===== config.mk =====
export PLATFORM = sky130hd
export DESIGN_NAME = sparse_polynomial_term_table
export DESIGN_NICKNAME = d
export VERILOG_FILES = /design/src/spt_pkg.sv /design/src/spt_term_mem.sv /design/src/spt_mul.sv /design/src/sparse_polynomial_term_table.sv
export SDC_FILE = /design/constraint.sdc
export NUM_CORES = 2
export LEC_CHECK = 0
export BUFFER_PORTS_ARGS = -buffer_cell sky130_fd_sc_hd__buf_2
export CORE_MARGIN = 4
export CORE_UTILIZATION = 38
export DETAILED_ROUTE_END_ITERATION = 8
export PLACE_DENSITY = 0.57
export SETUP_SLACK_MARGIN = 0.2
export SLEW_MARGIN = 25
export SYNTH_ARGS = -nofsm -noshare
export SYNTH_HDL_FRONTEND = slang
export SYNTH_HIERARCHICAL = 1
export SYNTH_SLANG_ARGS = --single-unit

===== constraint.sdc =====
create_clock -name clk -period 7.9 [get_ports clk]
set_clock_uncertainty 0.2 [all_clocks]
set_input_delay 0 -clock clk [delete_from_list [all_inputs] [get_ports clk]]
set_output_delay 0 -clock clk [all_outputs]
set_load 0.03 [all_outputs]

===== src/spt_pkg.sv =====
// Shared types and constants for the sparse polynomial term table.
// Holds operation and status codes, the sequencer state type and the
// multiplier control group. Depends on nothing.
`timescale 1ns / 1ps
`default_nettype none

package spt_pkg;

  localparam int MAX_TERMS_DEF    = 16;
  localparam int MAX_EXPONENT_DEF = 63;

  localparam logic [1:0] OP_INSERT   = 2'd0;
  localparam logic [1:0] OP_DELETE   = 2'd1;
  localparam logic [1:0] OP_EVALUATE = 2'd2;

  localparam logic [1:0] ST_OK    = 2'd0;
  localparam logic [1:0] ST_BAD   = 2'd1;
  localparam logic [1:0] ST_EMPTY = 2'd2;

  typedef enum logic [3:0] {
    S_IDLE,
    S_INS_SHIFT,
    S_INS_MOVE,
    S_DEL_READ,
    S_DEL_CAPTURE,
    S_DEL_SHIFT,
    S_DEL_MOVE,
    S_EV_FETCH,
    S_EV_LOAD,
    S_EV_MUL,
    S_DONE
  } spt_state_t;

  typedef struct packed {
    logic load;
    logic step;
  } spt_mul_ctl_t;

endpackage

`default_nettype wire


===== src/spt_term_mem.sv =====
// Term store: one write port and one registered read port holding the
// coefficient and exponent of each term. Depends on nothing.
`timescale 1ns / 1ps
`default_nettype none

module spt_term_mem #(
  parameter int DEPTH = 16,
  parameter int IDX_W = 4,
  parameter int EXP_W = 6
) (
  input  wire logic             clk,
  input  wire logic             wr_en,
  input  wire logic [IDX_W-1:0] wr_addr,
  input  wire logic [31:0]      wr_coef,
  input  wire logic [EXP_W-1:0] wr_exp,
  input  wire logic             rd_en,
  input  wire logic [IDX_W-1:0] rd_addr,
  output logic      [31:0]      rd_coef,
  output logic      [EXP_W-1:0] rd_exp
);

  logic [31:0]      coef_mem [DEPTH];
  logic [EXP_W-1:0] exp_mem  [DEPTH];

  always_ff @(posedge clk) begin
    if (wr_en) begin
      coef_mem[wr_addr] <= wr_coef;
      exp_mem[wr_addr]  <= wr_exp;
    end
  end

  always_ff @(posedge clk) begin
    if (rd_en) begin
      rd_coef <= coef_mem[rd_addr];
      rd_exp  <= exp_mem[rd_addr];
    end
  end

endmodule

`default_nettype wire


===== src/spt_mul.sv =====
// Shared multiplier holding the running power product of one term.
// Each step multiplies the product by the factor, keeping the low 32 bits.
// Depends on spt_pkg.
`timescale 1ns / 1ps
`default_nettype none

module spt_mul
  import spt_pkg::*;
(
  input  wire logic         clk,
  input  wire spt_mul_ctl_t ctl,
  input  wire logic [31:0]  load_val,
  input  wire logic [31:0]  factor,
  output logic      [31:0]  prod
);

  // Only the low 32 bits of the product are ever kept.
  logic [31:0] full;

  assign full = prod * factor;

  always_ff @(posedge clk) begin
    if (ctl.load) begin
      prod <= load_val;
    end else if (ctl.step) begin
      prod <= full;
    end
  end

endmodule

`default_nettype wire


===== src/sparse_polynomial_term_table.sv =====
// Sparse polynomial term table: an ordered table of up to MAX_TERMS terms
// (coefficient and exponent) that accepts insert, delete and evaluate
// transactions and returns one result transaction for each.
// Input channel: in_valid/in_stall with operation, position, coefficient,
// exponent and point. Output channel: out_valid/out_stall with value and
// status. in_stall is high while a transaction is being worked on.
// Insert moves each term at or after the position up one slot, last first,
// then writes the new term; delete returns the coefficient of the removed
// term and moves each later term down one slot; evaluate adds up, for every
// term, its coefficient times the point raised to its exponent. Errors and
// the unused operation code go straight to the result. The single memory
// port pair moves one term at a time, read then write, and the single
// multiplier performs one power step a cycle. The result then sits in the
// output register until it is taken; the next transaction is accepted
// while it waits, but a further result waits in the sequencer while the
// output receiver stalls. Reset empties the table and drops any pending
// result; the term store itself is not cleared. Depends on spt_pkg,
// spt_term_mem and spt_mul.
`timescale 1ns / 1ps
`default_nettype none

module sparse_polynomial_term_table
  import spt_pkg::*;
#(
  parameter int MAX_TERMS    = MAX_TERMS_DEF,
  parameter int MAX_EXPONENT = MAX_EXPONENT_DEF
) (
  input  wire logic               clk,
  input  wire logic               rst,
  input  wire logic               in_valid,
  output logic                    in_stall,
  input  wire logic [1:0]         operation,
  input  wire logic [4:0]         position,
  input  wire logic signed [31:0] coefficient,
  input  wire logic [5:0]         exponent,
  input  wire logic signed [31:0] point,
  output logic                    out_valid,
  input  wire logic               out_stall,
  output logic signed [31:0]      value,
  output logic [1:0]              status
);

  localparam int IDX_W = (MAX_TERMS > 1) ? $clog2(MAX_TERMS) : 1;
  localparam int CNT_W = $clog2(MAX_TERMS + 1);
  localparam int EXP_W = $clog2(MAX_EXPONENT + 1);

  spt_state_t state, state_next;

  logic [CNT_W-1:0] count;
  logic [CNT_W-1:0] k;
  logic [CNT_W-1:0] slot;
  logic [31:0]      coef_r;
  logic [EXP_W-1:0] exp_r;
  logic [31:0]      point_r;
  logic [31:0]      acc;
  logic [EXP_W-1:0] ecnt;
  logic [31:0]      res_value;
  logic [1:0]       res_status;

  logic             wr_en;
  logic [IDX_W-1:0] wr_addr;
  logic [31:0]      wr_coef;
  logic [EXP_W-1:0] wr_exp;
  logic             rd_en;
  logic [IDX_W-1:0] rd_addr;
  logic [31:0]      rd_coef;
  logic [EXP_W-1:0] rd_exp;

  spt_mul_ctl_t     mul_ctl;
  logic [31:0]      prod;

  logic [9:0]       pos_w;
  logic [9:0]       cnt_w;
  logic             ins_ok;
  logic             del_empty;
  logic             del_bad;
  logic [CNT_W-1:0] slot_in;
  logic [8:0]       exp_wide;
  logic [8:0]       exp_sat;
  logic             accept;
  logic             ins_more;
  logic             del_more;
  logic             ev_more;
  logic             out_free;

  assign in_stall = (state != S_IDLE);
  assign accept   = in_valid && (state == S_IDLE);

  assign pos_w     = 10'(position);
  assign cnt_w     = 10'(count);
  assign ins_ok    = (cnt_w < 10'(MAX_TERMS)) && (pos_w != 10'd0) &&
                     (pos_w <= cnt_w + 10'd1);
  assign del_empty = (count == '0);
  assign del_bad   = (pos_w == 10'd0) || (pos_w > cnt_w);
  assign slot_in   = CNT_W'(pos_w - 10'd1);
  assign exp_wide  = 9'(exponent);
  assign exp_sat   = (exp_wide > 9'(MAX_EXPONENT)) ? 9'(MAX_EXPONENT) : exp_wide;

  assign ins_more = (k > slot);
  assign del_more = (({1'b0, k} + 1'b1) < {1'b0, count});
  assign ev_more  = (k < count);
  assign out_free = !out_valid || !out_stall;

  // Next state
  always_comb begin
    state_next = state;
    case (state)
      S_IDLE: begin
        if (in_valid) begin
          case (operation)
            OP_INSERT:   state_next = ins_ok ? S_INS_SHIFT : S_DONE;
            OP_DELETE:   state_next = (del_empty || del_bad) ? S_DONE : S_DEL_READ;
            OP_EVALUATE: state_next = S_EV_FETCH;
            default:     state_next = S_DONE;
          endcase
        end
      end
      S_INS_SHIFT:   state_next = ins_more ? S_INS_MOVE : S_DONE;
      S_INS_MOVE:    state_next = S_INS_SHIFT;
      S_DEL_READ:    state_next = S_DEL_CAPTURE;
      S_DEL_CAPTURE: state_next = S_DEL_SHIFT;
      S_DEL_SHIFT:   state_next = del_more ? S_DEL_MOVE : S_DONE;
      S_DEL_MOVE:    state_next = S_DEL_SHIFT;
      S_EV_FETCH:    state_next = ev_more ? S_EV_LOAD : S_DONE;
      S_EV_LOAD:     state_next = S_EV_MUL;
      S_EV_MUL:      state_next = (ecnt == '0) ? S_EV_FETCH : S_EV_MUL;
      S_DONE:        state_next = out_free ? S_IDLE : S_DONE;
      default:       state_next = S_IDLE;
    endcase
  end

  // Memory and multiplier controls
  always_comb begin
    wr_en   = 1'b0;
    wr_addr = IDX_W'(k);
    wr_coef = rd_coef;
    wr_exp  = rd_exp;
    rd_en   = 1'b0;
    rd_addr = IDX_W'(k);
    mul_ctl = '0;
    case (state)
      S_INS_SHIFT: begin
        if (ins_more) begin
          rd_en   = 1'b1;
          rd_addr = IDX_W'(k - 1'b1);
        end else begin
          wr_en   = 1'b1;
          wr_addr = IDX_W'(slot);
          wr_coef = coef_r;
          wr_exp  = exp_r;
        end
      end
      S_INS_MOVE: wr_en = 1'b1;
      S_DEL_READ: begin
        rd_en   = 1'b1;
        rd_addr = IDX_W'(slot);
      end
      S_DEL_SHIFT: begin
        if (del_more) begin
          rd_en   = 1'b1;
          rd_addr = IDX_W'(k + 1'b1);
        end
      end
      S_DEL_MOVE: wr_en = 1'b1;
      S_EV_FETCH: rd_en = ev_more;
      S_EV_LOAD:  mul_ctl.load = 1'b1;
      S_EV_MUL:   mul_ctl.step = (ecnt != '0);
      default: begin
      end
    endcase
  end

  always_ff @(posedge clk) begin
    if (rst) begin
      state <= S_IDLE;
    end else begin
      state <= state_next;
    end
  end

  // Table count and output register
  always_ff @(posedge clk) begin
    if (rst) begin
      count     <= '0;
      out_valid <= 1'b0;
    end else begin
      if (state == S_INS_SHIFT && !ins_more) begin
        count <= count + 1'b1;
      end
      if (state == S_DEL_SHIFT && !del_more) begin
        count <= count - 1'b1;
      end
      if (state == S_DONE && out_free) begin
        out_valid <= 1'b1;
      end else if (!out_stall) begin
        out_valid <= 1'b0;
      end
    end
  end

  always_ff @(posedge clk) begin
    if (state == S_DONE && out_free) begin
      value  <= res_value;
      status <= res_status;
    end
  end

  // Working registers of the current transaction
  always_ff @(posedge clk) begin
    case (state)
      S_IDLE: begin
        if (accept) begin
          coef_r     <= coefficient;
          exp_r      <= EXP_W'(exp_sat);
          point_r    <= point;
          slot       <= slot_in;
          acc        <= '0;
          res_value  <= '0;
          res_status <= ST_OK;
          case (operation)
            OP_INSERT: begin
              k <= count;
              if (!ins_ok) begin
                res_status <= ST_BAD;
              end
            end
            OP_DELETE: begin
              k <= slot_in;
              if (del_empty) begin
                res_status <= ST_EMPTY;
              end else if (del_bad) begin
                res_status <= ST_BAD;
              end
            end
            default: k <= '0;
          endcase
        end
      end
      S_INS_MOVE:    k <= k - 1'b1;
      S_DEL_CAPTURE: res_value <= rd_coef;
      S_DEL_MOVE:    k <= k + 1'b1;
      S_EV_FETCH: begin
        if (!ev_more) begin
          res_value <= acc;
        end
      end
      S_EV_LOAD: ecnt <= rd_exp;
      S_EV_MUL: begin
        if (ecnt == '0) begin
          acc <= acc + prod;
          k   <= k + 1'b1;
        end else begin
          ecnt <= ecnt - 1'b1;
        end
      end
      default: begin
      end
    endcase
  end

  spt_term_mem #(
    .DEPTH (MAX_TERMS),
    .IDX_W (IDX_W),
    .EXP_W (EXP_W)
  ) u_mem (
    .clk     (clk),
    .wr_en   (wr_en),
    .wr_addr (wr_addr),
    .wr_coef (wr_coef),
    .wr_exp  (wr_exp),
    .rd_en   (rd_en),
    .rd_addr (rd_addr),
    .rd_coef (rd_coef),
    .rd_exp  (rd_exp)
  );

  spt_mul u_mul (
    .clk      (clk),
    .ctl      (mul_ctl),
    .load_val (rd_coef),
    .factor   (point_r),
    .prod     (prod)
  );

endmodule

`default_nettype wire

# After elaboration in Yosys (flattened, before gate mapping)
# Memories as Yosys holds them, arrays and structs flattened. A register that Yosys moved wholly into a read port is not among the register bits.
# Index checks and enable logic that the tools add are counted.
# op_classes
n_addsub	9
mul	1
magnitude_cmp	7
n_eq_ne	18
mux	49
n_reduce_logical	34
# op_table
cell	count
2-to-1 mux 32 bit	7
case mux 32 bit (3 select lines)	1
case mux 32 bit (2 select lines)	1
2-to-1 mux 4 bit	11
case mux 4 bit (10 select lines)	1
adder 32 bit	1
multiplier 32 x 32 -> 32 bit	1
case mux 4 bit (3 select lines)	2
2-to-1 mux 5 bit	4
case mux 5 bit (4 select lines)	1
2-to-1 mux 6 bit	3
equality test 4 x 3 -> 1 bit (second input constant)	4
subtractor 5 x 1 -> 5 bit (second input constant)	3
adder 5 x 1 -> 6 bit (second input constant)	2
equality test 4 bit (second input constant)	3
case mux 6 bit (2 select lines)	1
2-to-1 mux 1 bit	11
adder 5 x 1 -> 5 bit (second input constant)	2
> comparator 5 bit	2
zero test 10 bit	1
inequality test 2 bit (second input constant)	5
case mux 5 bit (2 select lines)	1
nonzero test 10 bit	1
AND reduction 3 bit	3
28 further kinds	46
# word_totals
register_bits	228
mem_bits_rw	608
out_inout_bits	36
mem_count	2
# memory_table
memory	depth	word_bits	read_ports	rd_ports_with_merged_regs	wr	line	text
u_mem.coef_mem	16	32	1	1	1	spt_term_mem.sv:22	logic [31:0] coef_mem [DEPTH];
u_mem.exp_mem	16	6	1	1	1	spt_term_mem.sv:23	logic [EXP_W-1:0] exp_mem [DEPTH];

# Depth between registers and ports, before layout
# logic_depth
word_depth	7
ltp_mapped	26
ltp_nobuf	24

# Hierarchy
# Netlist, hierarchy kept.
# modules_own_cells
module	instances	cells_each	area_per_inst_um2	seq_area_each_um2
spt_term_mem	1	989	23950.5	19398.6
spt_mul	1	1836	17068.9	960.9
sparse_polynomial_term_table	1	878	10511.3	5785.5

# Worst setup path before layout
# OpenSTA, ideal clock, no wires.
# synth_timing
path_kind	flip-flop to flip-flop
from	reg point_r[2]
to	reg u_mul.prod[28] (data pin)
setup_ns	0.256
arrival_ns	6.648
required_ns	7.444
path_slack_ns	0.796
path_stages_with_launch	23
n_path_buf	2
period_less_slack_ns	7.104
path_cell_list	edfxtp_1 -> clkbuf_1 -> clkbuf_1 -> and2_1 -> fa_1 -> inv_1 -> fa_1 -> fa_1 -> fa_1 -> inv_1 -> fa_1 -> fa_1 -> fa_1 -> fa_1 -> ha_1 -> a21oi_1 -> o21ai_1 -> o21bai_1 -> a21oi_1 -> o21ai_2 -> a21o_1 -> a211o_1 -> a22o_1
# synth_between
elab_chain_len	3
# synth_lines
element	line	text
start: declaration	sparse_polynomial_term_table.sv:54	logic [31:0] point_r;
start signal: assignment	sparse_polynomial_term_table.sv:215	point_r <= point;
multiplier 32 x 32 -> 32 bit	spt_mul.sv:20	assign full = prod * factor;
2-to-1 mux 32 bit	spt_mul.sv:25	end else if (ctl.step) begin
2-to-1 mux 32 bit	spt_mul.sv:23	if (ctl.load) begin
end signal: assignment	spt_mul.sv:24	prod <= load_val;
end signal: assignment	spt_mul.sv:26	prod <= full;
end: declaration	spt_mul.sv:14	output logic [31:0] prod
# No other way between the ends. The select of a mux whose other input is x is not followed.
# A chain may end at the register's enable or synchronous reset.

# Final worst setup path
# layout_timing
from	reg point_r[8]
to	reg u_mul.prod[31] (data pin)
# The elaborated chain is that of the path after synthesis.

==> impl_metrics.csv <==
group,metric,value,unit
placed_design,dp_slack,0.204,ns
placed_design,place_hpwl,92700,microns
synthesis,ys_types,94,
worst_hold_path,min_path_type,"input port to flop",
synthesis,syn_area,0.0515,sq mm
worst_setup_path,crit_type,"flop to flop",
die,ios,117,
timing,finalMaxSlewViolations,0,
global_route,antenna_found_initial,10,
worst_setup_path,worstPathMaxFanout,10,
global_route,grt.total_usage,19.5,%
synthesis,syn-num-nets,4385,
timing,worst-slew-pin-transition,1.06,ns
route,via_per_inst,5.25,
synthesis,synthCells,3703,
worst_setup_path,end_kind,"flop",
global_route,grt_pass1_vias,32200,
worst_setup_path,cpPeakStageDelay,0.57,ns
placed_design,io_buffer_count,116,
synthesis,synth_edf_count,864,
synthesis,ys_ff_latch,874,
die,num_rows,134,
worst_setup_path,required,8.09,ns
clock_network,tritoncts,"done",
route,drt-wirelength-per-cell,23.3,microns
worst_setup_path,crit_arrival,7.68,ns
global_route,grt_pass1_wl,208000,microns
die,die_y,376,microns
timing,maxSlewHeadroom,29.1,%
timing,rsz0062_at_grt,"yes",
synthesis,ys_warn_count,6,
placed_design,placed_area,0.0546,sq mm
layout,fin_area,0.0597,sq mm
clock_network,cts_buffers,94,
clock_network,h-tree-depth,3,
route,vias,30900,
worst_setup_path,crit_chain,"buf_4, and2_1, fa_1, fa_1, inv_1, fa_1, fa_1, inv_1, fa_1, fa_1, fa_1, fa_1, ha_1, nand2_1, nor4_1, a211oi_1, o21ai_0, a2111oi_2, o41ai_2, xnor2_1, o21ai_0",
placed_design,gp_congestion,0.862,
timing,finalHoldViolations,0,
route,firstDrtPassIters,5,
die,start_util,38.4,%
worst_setup_path,cp_slowest_cell,"edfxtp_1",
layout,seq_area,0.0261,sq mm
worst_setup_path,path_common_cell,"fa_1",
timing,setup_tns,0,ns
clock_network,path_clk_slew,0.06,ns
die,die_area,0.142,sq mm
timing,layout_worst_path_cycle_share,94.8,%
global_route,grt_max_degree,71,
timing,finalCriticalPeriod,7.49,ns
synthesis,ys_seq_area_share,50.7,%
synthesis,syn-mean-instance-area,13.9,sq um
global_route,gr-total-overflow,0,
layout,multi_input_area,0.0232,sq mm
flow_run,maxCapViolCount,0,
clock_network,clk_latency,0.71,ns
route,drt_iter0_markers,2649,
synthesis,ys.flop_type,"edfxtp_1",
clock_network,cts-root-buf,"clkbuf_16",
synthesis,async_reset_ff_share,0,%
clock_network,clock_path_buffers,3,
die,fp.dieW,376,microns
timing,fmax,134,MHz
layout,area_growth,15.9,%
route,totalWireLength,137000,microns
timing,setup_viol,0,
route,final_antenna_net_count,0,
layout,utilization,44.5,%
worst_setup_path,start_kind,"flop",
timing,final.setup.worst_slack,0.412,ns
layout,drive_gt1_share,16.1,%
die,core_area,0.134,sq mm
route,drc,0,
layout,nFillCells,12000,
clock_network,cts.sinks,874,
run_status,status,"complete, no violations",
layout,final_nets,4719,
## worst max-delay path, delay by kind of cell (launching register included)
family	cells	cell delay, ns
xor gates and xnor gates	1	0.16
adders and majority gates	9	4.49
AOI/OAI and AO/OA	5	1.03
DFF	1	0.57
buffers and inverters	3	0.37
and+or+nand+nor	3	0.38
## kinds of logic after synthesis
kind of cell               count (synthesis)  share of synthesized area [%]
xor gates and xnor gates                 113                           1.95
AOI/OAI and AO/OA                        397                           5.41
and+or+nand+nor                          916                           8.94
DFF                                      874                           50.7
muxes                                    204                           7.76
adders and majority gates                601                           20.6
buffers and inverters                    598                           4.64
## routing by layer
layer  global-route usage, %  up-vias  wire, microns
met3                    3.13      169           8510
met5                       0        -              0
li1                        -    13600              -
met1                    28.2    16100          61300
met2                    31.1      998          64100
met4                    4.12        0           2870
## cell usage in the layout (no fill, tap or decap), types with 8 or more instances in the layout
cell,n
a211oi_1,11
clkbuf_16,96
clkbuf_1,17
a21oi_1,77
and2_1,311
inv_1,414
nor2_4,16
nor2_1,78
xor2_1,35
dfxtp_1,10
clkinv_2,17
nor2b_1,10
buf_12,22
a21o_1,19
nand4_1,9
edfxtp_1,864
buf_4,122
a31oi_1,9
nand2b_1,15
mux2i_1,8
o21ai_0,71
fa_1,410
nor3_1,29
a22o_1,34
o21a_1,16
nand2_1,362
mux4_2,152
buf_2,116
and3_1,9
ha_1,191
a22oi_1,80
xnor2_1,76
dlygate4sd3_1,157
clkinv_1,22
mux2_2,44
nand3_1,26
## per-stage QoR
stage               cells  hold slack (ns)
floorplan            3703           -0.131
global placement     5503          -0.0241
detailed placement   5505          -0.0219
CTS                  5834          0.00532
global route         5881           0.0769
finish               5882           0.0835
## layout make-up
cell class,instances,share of cell area (%)
Sequential cell,874,43.8
Tap cell,1768,3.70
Clock buffer,114,4.15
Antenna cell,1,0.00419
Inverter,415,2.61
Timing Repair Buffer,421,6.02
Clock inverter,58,0.855
Multi-Input combinational cell,2231,38.9
## synth_stat cells (all sizes together), types with 10 or more instances
| library cell | number | area, sq um |
|---|---|---|
| a211oi | 12 | 95.1 |
| a21o | 20 | 151 |
| a21oi | 84 | 447 |
| a22o | 34 | 298 |
| a22oi | 81 | 622 |
| a31oi | 10 | 77.6 |
| and2 | 314 | 1970 |
| buf | 44 | 310 |
| clkbuf | 139 | 522 |
| dfxtp | 10 | 200 |
| edfxtp | 864 | 25900 |
| fa | 410 | 8210 |
| ha | 191 | 2390 |
| inv | 415 | 1560 |
| mux2 | 44 | 495 |
| mux4 | 152 | 3420 |
| nand2 | 364 | 1370 |
| nand2b | 15 | 93.8 |
| nand3 | 26 | 130 |
| nand4 | 10 | 77.6 |
| nor2 | 95 | 367 |
| nor2b | 12 | 75.1 |
| nor3 | 36 | 195 |
| o21a | 16 | 120 |
| o21ai | 83 | 430 |
| xnor2 | 77 | 674 |
| xor2 | 35 | 307 |
## final timing paths
path / from / endpoint / slack [ns] / cells after the start
setup reg to reg: point_r[8] / u_mul/prod[31] / 0.41 / 21
hold / removal: position[0] / slot[0] / 0.08 / 3
hold reg to reg: res_value[10] / value[10] / 0.22 / 0
setup / recovery: point_r[8] / u_mul/prod[31] / 0.41 / 21
## state kept, by name (all words and copies together) (netlist names), 32 cells and up
register and cells:
u_mul/prod 32, res_value 32, u_mem/coef_mem 512, value 32, u_mem/rd_coef 32, acc 32, u_mem/exp_mem 96, point_r 32
coef_r 32
## timing repair
| item | CTS | global route |
|---|---|---|
| resized for setup | 0 | 4 |
| setup buffers | 0 | 45 |
| endpoints found under the hold margin | 198 | 0 |
| hold buffers | 157 | 0 |
| endpoints found under the setup margin | 0 | 10 |
Power is left out: the tool's default activity adds up to more than one toggle a clock period on the data nets, which glitch-free logic cannot reach.
